===== src/hw/rtl/stdf_pkg.sv =====
`default_nettype none

package stdf_pkg;

   localparam int unsigned ByteWidth = 8;
   localparam int unsigned TypeWidth = 16;
   localparam int unsigned LenWidth  = 32;
   localparam int unsigned SyncWidth = 16;

   localparam logic [SyncWidth-1:0] SyncWordReset = 16'hCAFE;

   typedef enum logic [1:0] {
      KIND_DATA     = 2'd0,
      KIND_EMPTY    = 2'd1,
      KIND_BAD_SYNC = 2'd2
   } kind_type;

   typedef enum logic [3:0] {
      PH_SYNC_HI = 4'd0,
      PH_SYNC_LO = 4'd1,
      PH_TYPE_HI = 4'd2,
      PH_TYPE_LO = 4'd3,
      PH_LEN_0   = 4'd4,
      PH_LEN_1   = 4'd5,
      PH_LEN_2   = 4'd6,
      PH_LEN_3   = 4'd7,
      PH_PAYLOAD = 4'd8
   } phase_type;

   // One step of the frame parser: whether it gives a result, and that result.
   typedef struct packed {
      logic                 emit;
      kind_type             kind;
      logic [TypeWidth-1:0] msg_type;
      logic [ByteWidth-1:0] payload_byte;
      logic                 last;
   } result_type;

endpackage

`default_nettype wire


===== src/hw/rtl/stdf_req_if.sv =====
`default_nettype none

interface stdf_req_if import stdf_pkg::*; ();
   logic                 valid;
   logic                 ready;
   logic [ByteWidth-1:0] rx_byte;

   modport source (output valid, output rx_byte, input ready);
   modport sink (input valid, input rx_byte, output ready);
endinterface

`default_nettype wire


===== src/hw/rtl/stdf_rsp_if.sv =====
`default_nettype none

interface stdf_rsp_if import stdf_pkg::*; ();
   logic                 valid;
   logic                 ready;
   logic [1:0]           kind;
   logic [TypeWidth-1:0] msg_type;
   logic [ByteWidth-1:0] payload_byte;
   logic                 last;

   modport source (output valid, output kind, output msg_type, output payload_byte,
                   output last, input ready);
   modport sink (input valid, input kind, input msg_type, input payload_byte,
                 input last, output ready);
endinterface

`default_nettype wire


===== src/hw/rtl/stdf_frame_fsm.sv =====
`default_nettype none

module stdf_frame_fsm import stdf_pkg::*; (
   input  wire logic                 clock,
   input  wire logic                 reset,
   input  wire logic                 step,
   input  wire logic [ByteWidth-1:0] rx_byte,
   input  wire logic [SyncWidth-1:0] sync_word,
   output      result_type           result
);

   phase_type            phase_ff,  phase_in;
   logic [ByteWidth-1:0] header_ff, header_in;
   logic [TypeWidth-1:0] type_ff,   type_in;
   logic [LenWidth-1:0]  left_ff,   left_in;

   logic [TypeWidth-1:0] word;
   logic [LenWidth-1:0]  len_shift;
   logic                 fin;

   always_ff @(posedge clock) begin
      if (reset) begin
         phase_ff  <= PH_SYNC_HI;
         header_ff <= '0;
         type_ff   <= '0;
         left_ff   <= '0;
      end else begin
         phase_ff  <= phase_in;
         header_ff <= header_in;
         type_ff   <= type_in;
         left_ff   <= left_in;
      end
   end

   assign word      = {header_ff, rx_byte};
   assign len_shift = {left_ff[LenWidth-ByteWidth-1:0], rx_byte};
   assign fin       = (left_ff <= LenWidth'(1));

   always_comb begin
      phase_in  = phase_ff;
      header_in = header_ff;
      type_in   = type_ff;
      left_in   = left_ff;
      result    = '{emit: 1'b0, kind: KIND_DATA, msg_type: '0, payload_byte: '0,
                    last: 1'b0};
      if (step) begin
         unique case (phase_ff)
            PH_SYNC_LO: begin
               if (word != sync_word) begin
                  // Both sync bytes are dropped; the search restarts at the next byte.
                  phase_in    = PH_SYNC_HI;
                  result.emit = 1'b1;
                  result.kind = KIND_BAD_SYNC;
               end else begin
                  phase_in = PH_TYPE_HI;
               end
            end
            PH_TYPE_HI: begin
               header_in = rx_byte;
               phase_in  = PH_TYPE_LO;
            end
            PH_TYPE_LO: begin
               type_in  = word;
               phase_in = PH_LEN_0;
            end
            PH_LEN_0: begin
               left_in  = len_shift;
               phase_in = PH_LEN_1;
            end
            PH_LEN_1: begin
               left_in  = len_shift;
               phase_in = PH_LEN_2;
            end
            PH_LEN_2: begin
               left_in  = len_shift;
               phase_in = PH_LEN_3;
            end
            PH_LEN_3: begin
               left_in = len_shift;
               if (len_shift == '0) begin
                  phase_in        = PH_SYNC_HI;
                  result.emit     = 1'b1;
                  result.kind     = KIND_EMPTY;
                  result.msg_type = type_ff;
                  result.last     = 1'b1;
               end else begin
                  phase_in = PH_PAYLOAD;
               end
            end
            PH_PAYLOAD: begin
               result.emit         = 1'b1;
               result.kind         = KIND_DATA;
               result.msg_type     = type_ff;
               result.payload_byte = rx_byte;
               result.last         = fin;
               left_in             = fin ? '0 : left_ff - LenWidth'(1);
               if (fin) begin
                  phase_in = PH_SYNC_HI;
               end
            end
            default: begin
               // First sync byte; codes that cannot arise land here as well.
               header_in = rx_byte;
               phase_in  = PH_SYNC_LO;
            end
         endcase
      end
   end

endmodule

`default_nettype wire


===== src/hw/rtl/sync_type_length_deframer_unit.sv =====
`default_nettype none

// Channel   Direction  Carries                                   Transfer when
// req_chan  in         rx_byte                                   valid && ready
// rsp_chan  out        kind, msg_type, payload_byte, last        valid && ready
// csr       in         sync_word (csr_wdata)                     csr_we
//
// One byte is accepted per cycle while req_chan.ready is high; its result passes
// through the input register and then the result register around the parser.
// Header bytes give no result, so the result stream is never faster than the input.
// Reset is synchronous and restores the sync word to 0xCAFE and the parser
// to the start of a sync word.
// A stalled result holds the result register; the input register then holds
// its byte, and req_chan.ready falls only when both are occupied and the
// result is not being taken.

module sync_type_length_deframer_unit import stdf_pkg::*; (
   input  wire logic                 clock,
   input  wire logic                 reset,
   stdf_req_if.sink                  req_chan,
   stdf_rsp_if.source                rsp_chan,
   input  wire logic                 csr_we,
   input  wire logic [SyncWidth-1:0] csr_wdata
);

   logic                 in_valid_ff, in_valid_in;
   logic [ByteWidth-1:0] in_byte_ff;
   logic                 out_valid_ff, out_valid_in;
   result_type           out_res_ff;
   logic [SyncWidth-1:0] sync_ff;

   logic       out_free;
   logic       advance;
   logic       req_take;
   result_type step_res;

   assign out_free = !out_valid_ff || rsp_chan.ready;
   assign advance  = in_valid_ff && out_free;
   assign req_take = req_chan.valid && req_chan.ready;

   assign req_chan.ready = !in_valid_ff || out_free;

   assign in_valid_in  = req_take ? 1'b1 : (advance ? 1'b0 : in_valid_ff);
   assign out_valid_in = advance ? step_res.emit : (out_valid_ff && !rsp_chan.ready);

   always_ff @(posedge clock) begin
      if (reset) begin
         in_valid_ff  <= 1'b0;
         out_valid_ff <= 1'b0;
         sync_ff      <= SyncWordReset;
      end else begin
         in_valid_ff  <= in_valid_in;
         out_valid_ff <= out_valid_in;
         if (csr_we) begin
            sync_ff <= csr_wdata;
         end
      end
   end

   always_ff @(posedge clock) begin
      if (req_take) begin
         in_byte_ff <= req_chan.rx_byte;
      end
      if (advance && step_res.emit) begin
         out_res_ff <= step_res;
      end
   end

   stdf_frame_fsm u_frame_fsm (
      .clock     (clock),
      .reset     (reset),
      .step      (advance),
      .rx_byte   (in_byte_ff),
      .sync_word (sync_ff),
      .result    (step_res)
   );

   assign rsp_chan.valid        = out_valid_ff;
   assign rsp_chan.kind         = out_res_ff.kind;
   assign rsp_chan.msg_type     = out_res_ff.msg_type;
   assign rsp_chan.payload_byte = out_res_ff.payload_byte;
   assign rsp_chan.last         = out_res_ff.last;

   // A byte waiting in the input register must not be lost or altered.
   a_in_hold: assert property (@(posedge clock) disable iff (reset)
      in_valid_ff && !advance |=> in_valid_ff && $stable(in_byte_ff))
      else $error("input byte dropped while stalled");

   // A bad-sync result carries neither a type nor a last mark.
   a_bad_sync: assert property (@(posedge clock) disable iff (reset)
      out_valid_ff && out_res_ff.kind == KIND_BAD_SYNC |->
      out_res_ff.msg_type == '0 && out_res_ff.payload_byte == '0 && !out_res_ff.last)
      else $error("bad-sync result with stray fields");

   // An empty message always closes its frame and has no payload.
   a_empty: assert property (@(posedge clock) disable iff (reset)
      out_valid_ff && out_res_ff.kind == KIND_EMPTY |->
      out_res_ff.last && out_res_ff.payload_byte == '0)
      else $error("empty message without last mark");

   // A result is only loaded when the register is free.
   a_no_overwrite: assert property (@(posedge clock) disable iff (reset)
      out_valid_ff && !rsp_chan.ready |-> !advance)
      else $error("result register overwritten while stalled");

endmodule

`default_nettype wire

===== src/flat_wrapper.sv =====
// flat-port wrapper written by rule: the top's interface ports become plain ports
module sync_type_length_deframer_unit_flat import stdf_pkg::*;
  (clock, reset, csr_we, csr_wdata, req_chan_valid, req_chan_rx_byte, req_chan_ready, rsp_chan_valid, rsp_chan_kind, rsp_chan_msg_type, rsp_chan_payload_byte, rsp_chan_last, rsp_chan_ready);
  stdf_req_if req_chan_i ();
  stdf_rsp_if rsp_chan_i ();
  input  wire logic clock;
  input  wire logic reset;
  input  wire logic csr_we;
  input  wire logic [SyncWidth-1:0] csr_wdata;
  input wire logic [$bits(req_chan_i.valid)-1:0] req_chan_valid;
  input wire logic [$bits(req_chan_i.rx_byte)-1:0] req_chan_rx_byte;
  output wire logic [$bits(req_chan_i.ready)-1:0] req_chan_ready;
  output wire logic [$bits(rsp_chan_i.valid)-1:0] rsp_chan_valid;
  output wire logic [$bits(rsp_chan_i.kind)-1:0] rsp_chan_kind;
  output wire logic [$bits(rsp_chan_i.msg_type)-1:0] rsp_chan_msg_type;
  output wire logic [$bits(rsp_chan_i.payload_byte)-1:0] rsp_chan_payload_byte;
  output wire logic [$bits(rsp_chan_i.last)-1:0] rsp_chan_last;
  input wire logic [$bits(rsp_chan_i.ready)-1:0] rsp_chan_ready;
  assign req_chan_i.valid = req_chan_valid;
  assign req_chan_i.rx_byte = req_chan_rx_byte;
  assign req_chan_ready = req_chan_i.ready;
  assign rsp_chan_valid = rsp_chan_i.valid;
  assign rsp_chan_kind = rsp_chan_i.kind;
  assign rsp_chan_msg_type = rsp_chan_i.msg_type;
  assign rsp_chan_payload_byte = rsp_chan_i.payload_byte;
  assign rsp_chan_last = rsp_chan_i.last;
  assign rsp_chan_i.ready = rsp_chan_ready;
  sync_type_length_deframer_unit u_core (.clock(clock), .reset(reset), .req_chan(req_chan_i), .rsp_chan(rsp_chan_i), .csr_we(csr_we), .csr_wdata(csr_wdata));
endmodule

===== config.mk =====
export PLATFORM = sky130hd
export DESIGN_NAME = sync_type_length_deframer_unit_flat
export DESIGN_NICKNAME = d
export VERILOG_FILES = /design/src/hw/rtl/stdf_pkg.sv /design/src/hw/rtl/stdf_req_if.sv /design/src/hw/rtl/stdf_rsp_if.sv /design/src/hw/rtl/stdf_frame_fsm.sv /design/src/hw/rtl/sync_type_length_deframer_unit.sv /design/src/flat_wrapper.sv
export SDC_FILE = /design/constraint.sdc
export NUM_CORES = 1
export LEC_CHECK = 0
export ABC_CLOCK_PERIOD_IN_PS = 7800
export BUFFER_PORTS_ARGS = -buffer_cell sky130_fd_sc_hd__buf_2
export CORE_MARGIN = 5
export CORE_UTILIZATION = 50
export DETAILED_ROUTE_END_ITERATION = 8
export PLACE_DENSITY = 0.66
export SETUP_SLACK_MARGIN = 0.3
export SYNTH_ARGS = -nofsm -noshare
export SYNTH_HDL_FRONTEND = slang
export SYNTH_SLANG_ARGS = --single-unit

===== constraint.sdc =====
create_clock -name clock -period 7.8 [get_ports clock]
set_clock_uncertainty 0.1 [all_clocks]
set_input_delay 0.39 -clock clock [delete_from_list [all_inputs] [get_ports clock]]
set_output_delay 0.39 -clock clock [all_outputs]
set_load 0.1 [all_outputs]

# [Word level (Yosys, flattened, before mapping)]
# Cells that the tools add are included.
[classes] reduce_logical=19 muxes=17 magnitude_cmp=1 n_eq_ne=10 n_bitwise=1 add_sub_neg=1
[ops] cell="32-bit case mux with 2 select lines" n=1
[ops] cell="32-bit by 1-bit less-or-equal comparator with 1-bit output (second input constant)" n=1
[ops] cell="32-bit logical NOT" n=1
[ops] cell="32-bit 2-to-1 mux" n=1
[ops] cell="16-bit case mux with 2 select lines" n=1
[ops] cell="4-bit case mux with 8 select lines" n=1
[ops] cell="32-bit by 1-bit subtractor with 32-bit output (second input constant)" n=1
[ops] cell="28-bit 2-to-1 mux" n=1
[ops] cell="19-bit 2-to-1 mux" n=1
[ops] cell="4-bit by 3-bit == test with 1-bit output (second input constant)" n=4
[ops] cell="16-bit inequality test" n=1
[ops] cell="2-bit AND reduction" n=5
[ops] cell="3-bit case mux with 3 select lines" n=1
[ops] cell="4-bit by 2-bit == test with 1-bit output (second input constant)" n=2
[ops] cell="4-bit 2-to-1 mux" n=2
[ops] cell="8-bit 2-to-1 mux" n=1
[ops] cell="7-bit OR reduction" n=1
[ops] cell="4-bit by 1-bit == test with 1-bit output (second input constant)" n=1
[ops] cell="4-bit == test (second input constant)" n=1
[ops] cell="1-bit logical AND" n=4
[ops] cell="1-bit 2-to-1 mux" n=4
[ops] cell="2-bit nonzero test" n=2
[ops] cell="4-bit OR reduction" n=1
[ops] cell="1-bit logical NOT" n=3
[ops] cell="6 further kinds" n=7
[totals] input_bits=29 reg_bits=113 output_inout_bits=29

# [Depth between registers and ports, before layout]
[logic_depth] ltp_word=5 depth_mapped=9

# [By module]
# From an unflattened synthesis, not the netlist that was laid out.
[unflattened] hier_cells=615 hier_area_um2=5609.1
[by_module_without_submodules] mod="stdf_frame_fsm" cells_per_inst=517 area_per_inst_um2=3856.2 seq_area_each_um2=1201.2 instances=1
[by_module_without_submodules] mod="sync_type_length_deframer_unit" cells_per_inst=98 area_per_inst_um2=1752.9 seq_area_each_um2=1411.4 instances=1

# [Worst setup path after synthesis]
# Ideal clock, no wire load.
[synth_path] path_type="register -> register" start="reg u_core.u_frame_fsm.left_ff[8]" end="reg u_core.out_res_ff, in the netlist u_core.rsp_chan.kind[0] (enable)" setup_time_ns=0.411 period_less_slack_ns=3.515 t_arrival_ns=3.004 t_required_ns=7.289 path_buffers=2 stages_incl_launch_ff=9 setup_slack_ns=4.285 cell_sequence="dfxtp_1 buf_6 nor4_4 nand4_4 or4b_4 nand2_4 buf_6 nor2_1 nor2_1"
[synth_between] elab_chain_len=5
[synth_rtl] item="start, declared" line_no="stdf_frame_fsm.sv:15" source="logic [LenWidth-1:0] left_ff, left_in;"
[synth_rtl] item="start signal, assigned" line_no="stdf_frame_fsm.sv:31" source="left_ff <= left_in;"
[synth_rtl] item="32-bit logical NOT" line_no="stdf_frame_fsm.sv:80" source="if (len_shift == '0) begin"
[synth_rtl] item="19-bit 2-to-1 mux" line_no="stdf_frame_fsm.sv:80"
[synth_rtl] item="3-bit case mux with 3 select lines" line_no="stdf_frame_fsm.sv:47" source="unique case (phase_ff)"
[synth_rtl] item="28-bit 2-to-1 mux" line_no="stdf_frame_fsm.sv:46" source="if (step) begin"
[synth_rtl] item="1-bit logical AND" line_no="sync_type_length_deframer_unit.sv:64" source="if (advance && step_res.emit) begin"
[synth_rtl] item="end signal, assigned" line_no="sync_type_length_deframer_unit.sv:65" source="out_res_ff <= step_res;"
[synth_rtl] item="end, declared" line_no="sync_type_length_deframer_unit.sv:29" source="result_type out_res_ff;"
# Every way passes these cells.
# A chain may end at the register's enable or synchronous reset.

# [Worst setup path after layout]
[layout_path] start="reg u_core.u_frame_fsm.left_ff[4]" end="reg u_core.out_res_ff, in the netlist u_core.rsp_chan.msg_type[12] (enable)"
# Same word-level chain as after synthesis.

==> flow_summary.yaml <==
synth:
  ys_ff_latch: 113
  syn_inst: 562
  synthFlopType: "dfxtp_1"
  ys_seq_area_frac: 0.4770
  yosysMostFrequentCell: "dfxtp_1"
  synth_area_mm2: 0.005477
  synth-warning-count: 0
  syn-num-nets: 594
  syn_area_per_cell_um2: 9.745
  synth_top_cell_area_share: 0.2851
  yosysUniqueCellTypes: 67
  synthTopCellsByArea: "dfxtp_1 (29%), edfxtp_1 (19%), mux2i_1 (5.3%)"
  synth_common_cells: "dfxtp_1 (78), nor2_1 (66), edfxtp_1 (35)"
  yosys.area.top_type: "dfxtp_1"
  synth-edff-count: 35
  async_flop_share: 0
floorplanning:
  die_area_mm2: 0.01315
  dieHeight_um: 114.7
  row_count: 38
  io_pins: 58
  initial_core_util: 0.5074
  fp.coreArea_mm2: 0.01079
  fp.dieW_um: 114.7
sta:
  fmaxAchievable_ghz: 0.2942
  hold-worst-slack_ps: 16.47
  layout_min_cycle_time_ps: 3400
  rsz0062_at_grt: "no"
  setup_violations: 0
  fin_crit_sh: 0.4358
  maxSlewHeadroom: 0.2154
  hold_viol: 0
  worst_slew_pin_slew_ps: 1176
  report.final.slew_viol_count: 0
  setup_ws_ps: 4400
  setup-tns-final_ps: 0
route:
  drcViolationCount: 0
  first_pass_iters: 5
  wirelength_mm: 14.19
  avgViaCountPerCell: 5.958
  ant_nets: 0
  wire_per_inst_um: 18.22
  vias: 4641
  drt-initial-drc-count: 359
final_layout:
  nets: 658
  fin_area_mm2: 0.006544
  antenna_cells: 0
  multi_input_area_mm2: 0.002668
  finalNonFillerCells: 779
  utilization: 0.6063
  area_delta_synth_final_pct: 19.49
  drive_gt1_frac: 0.1800
  fill_cells: 886
  seqCellArea_mm2: 0.002613
power:
  power_per_cell_area_mw_per_mm2: 217.6
  p_leak_nw: 2.668
  finalPower_mw: 1.424
  vdd_drop_max_mv: 0.1166
critical_path:
  cp_max_fo: 27
  cp.required_ps: 7830
  cp.arrival_ps: 3430
  cp-end-kind: "flip-flop"
  cp-start-kind: "flip-flop"
  path_class: "reg2reg"
place:
  placed_area_mm2: 0.005801
  place_ws_ps: 4428
  dp.cells: 727
  portBuffers: 57
  gp_congestion: 0.9051
  dpl.hpwl_mm: 9.308
clock_network:
  insertion_delay_ps: 510
  clock_sinks: 113
  cts-hold-fix-buffers: 20
  clockBufferDepth: 2
  htree_levels: 4
  cts_tree: "built"
  numCtsBuffers: 17
  ctsResizeCount: 0
  clock-root-buffer: "clkbuf_8"
  clkTransAtPathRegs_ps: 50
  post_cts_buffers: 0
global_routing:
  grt_overflow: 0
  gr-usage-all-layers: 0.2227
  busiest_layer: "met2"
  antenna_found_initial: 0
  grt_start_max_net_pins: 81
  gr-usage-met1: 0.3074
  use_met2: 0.3450
  use_met3: 0.04968
  grt_pass1_vias: 4328
  grt_pass1_wl_mm: 22.89
job:
  drv_cap: 0
run_status:
  status: "finished clean"
worst_hold_path:
  hold_class: "in2reg"
[area by class of cell]
| type | count | share of cell area |
|---|---|---|
| inverter | 6 | 0.003442 |
| clock inverter | 12 | 0.01797 |
| sequential | 113 | 0.3992 |
| clock buffer | 20 | 0.06501 |
| multi-input combinational | 406 | 0.4076 |
| timing repair buffer | 82 | 0.07992 |
| tap | 140 | 0.02677 |
[worst paths after layout]
check | from | end | slack, ps | depth (start not counted)
worst min-delay path | csr_wdata[12] | u_core.sync_ff[12] | 20 | 3
worst max register to register | u_core.u_frame_fsm.left_ff[4] | u_core.rsp_chan.msg_type[12] | 4400 | 6
worst min register to register | u_core.u_frame_fsm.type_ff[11] | u_core.u_frame_fsm.type_ff[11] | 380 | 2
worst max-delay path | u_core.u_frame_fsm.left_ff[4] | u_core.rsp_chan.msg_type[12] | 4400 | 6
[placed cells by master, fill, tap and decap left out, types with 3 or more instances in the layout]
master         instances
a211o_1               13
a211oi_1               3
a21oi_1               31
a221oi_1               4
a22oi_1               11
a31oi_1                8
and2_1                 5
and3_1                25
buf_2                 57
buf_4                  5
clkbuf_1               3
clkbuf_16             16
clkinv_1               3
clkinv_2               4
clkinv_4               3
dfxtp_1               78
dlygate4sd3_1         20
edfxtp_1              35
ha_1                   3
inv_1                  6
mux2i_1               29
nand2_1               34
nand2b_1               4
nand3_1               11
nand4_1                7
nor2_1                65
nor2_2                 3
nor2b_1               15
nor3_1                16
nor3_2                 4
nor4_1                14
nor4_4                 5
o21ai_0               27
o21ai_1                3
o31ai_1                5
or4_1                  3
xor2_1                17
[power by group]
| part | internal (mW) | switching [mW] | total [mW] |
|---|---|---|---|
| Combinational | 0.0295 | 0.0535 | 0.0829 |
| Sequential | 0.619 | 0.0139 | 0.633 |
| Clock | 0.449 | 0.259 | 0.708 |
| Total | 1.10 | 0.326 | 1.42 |
[critical path, stage by stage (launching register included)]
cell      delay [ps]
dfxtp_1          380
nor4_4           480
nand4b_2         280
or4b_4           610
nand2_4          170
nor2_1            80
nor2_2           910
[registers in the layout (all words and copies together), names as in the netlist]
register	cells
u_core.in_byte_ff	8
u_core.in_valid_ff	1
u_core.rsp_chan.kind	2
u_core.rsp_chan.last	1
u_core.rsp_chan.msg_type	16
u_core.rsp_chan.payload_byte	8
u_core.rsp_chan.valid	1
u_core.sync_ff	16
u_core.u_frame_fsm.header_ff	8
u_core.u_frame_fsm.left_ff	32
u_core.u_frame_fsm.phase_ff	4
u_core.u_frame_fsm.type_ff	16
[kinds of logic after synthesis]
logic type               synth area share
buffers and inverters             0.03747
adder cells (fa/ha/maj)          0.006855
multiplexers                      0.05300
AND/OR/NAND/NOR                    0.2442
XOR/XNOR                          0.02879
flip-flops                         0.4770
AO/OA/AOI/OAI                      0.1526
[routing by layer]
layer / vias up / wire (um)
li1: 2215 / -
met2: 182 / 6473
met1: 2220 / 6547
met5: - / 0
met4: 0 / 179
met3: 24 / 992
No activity file was read; power rests on OpenSTA's default activity.
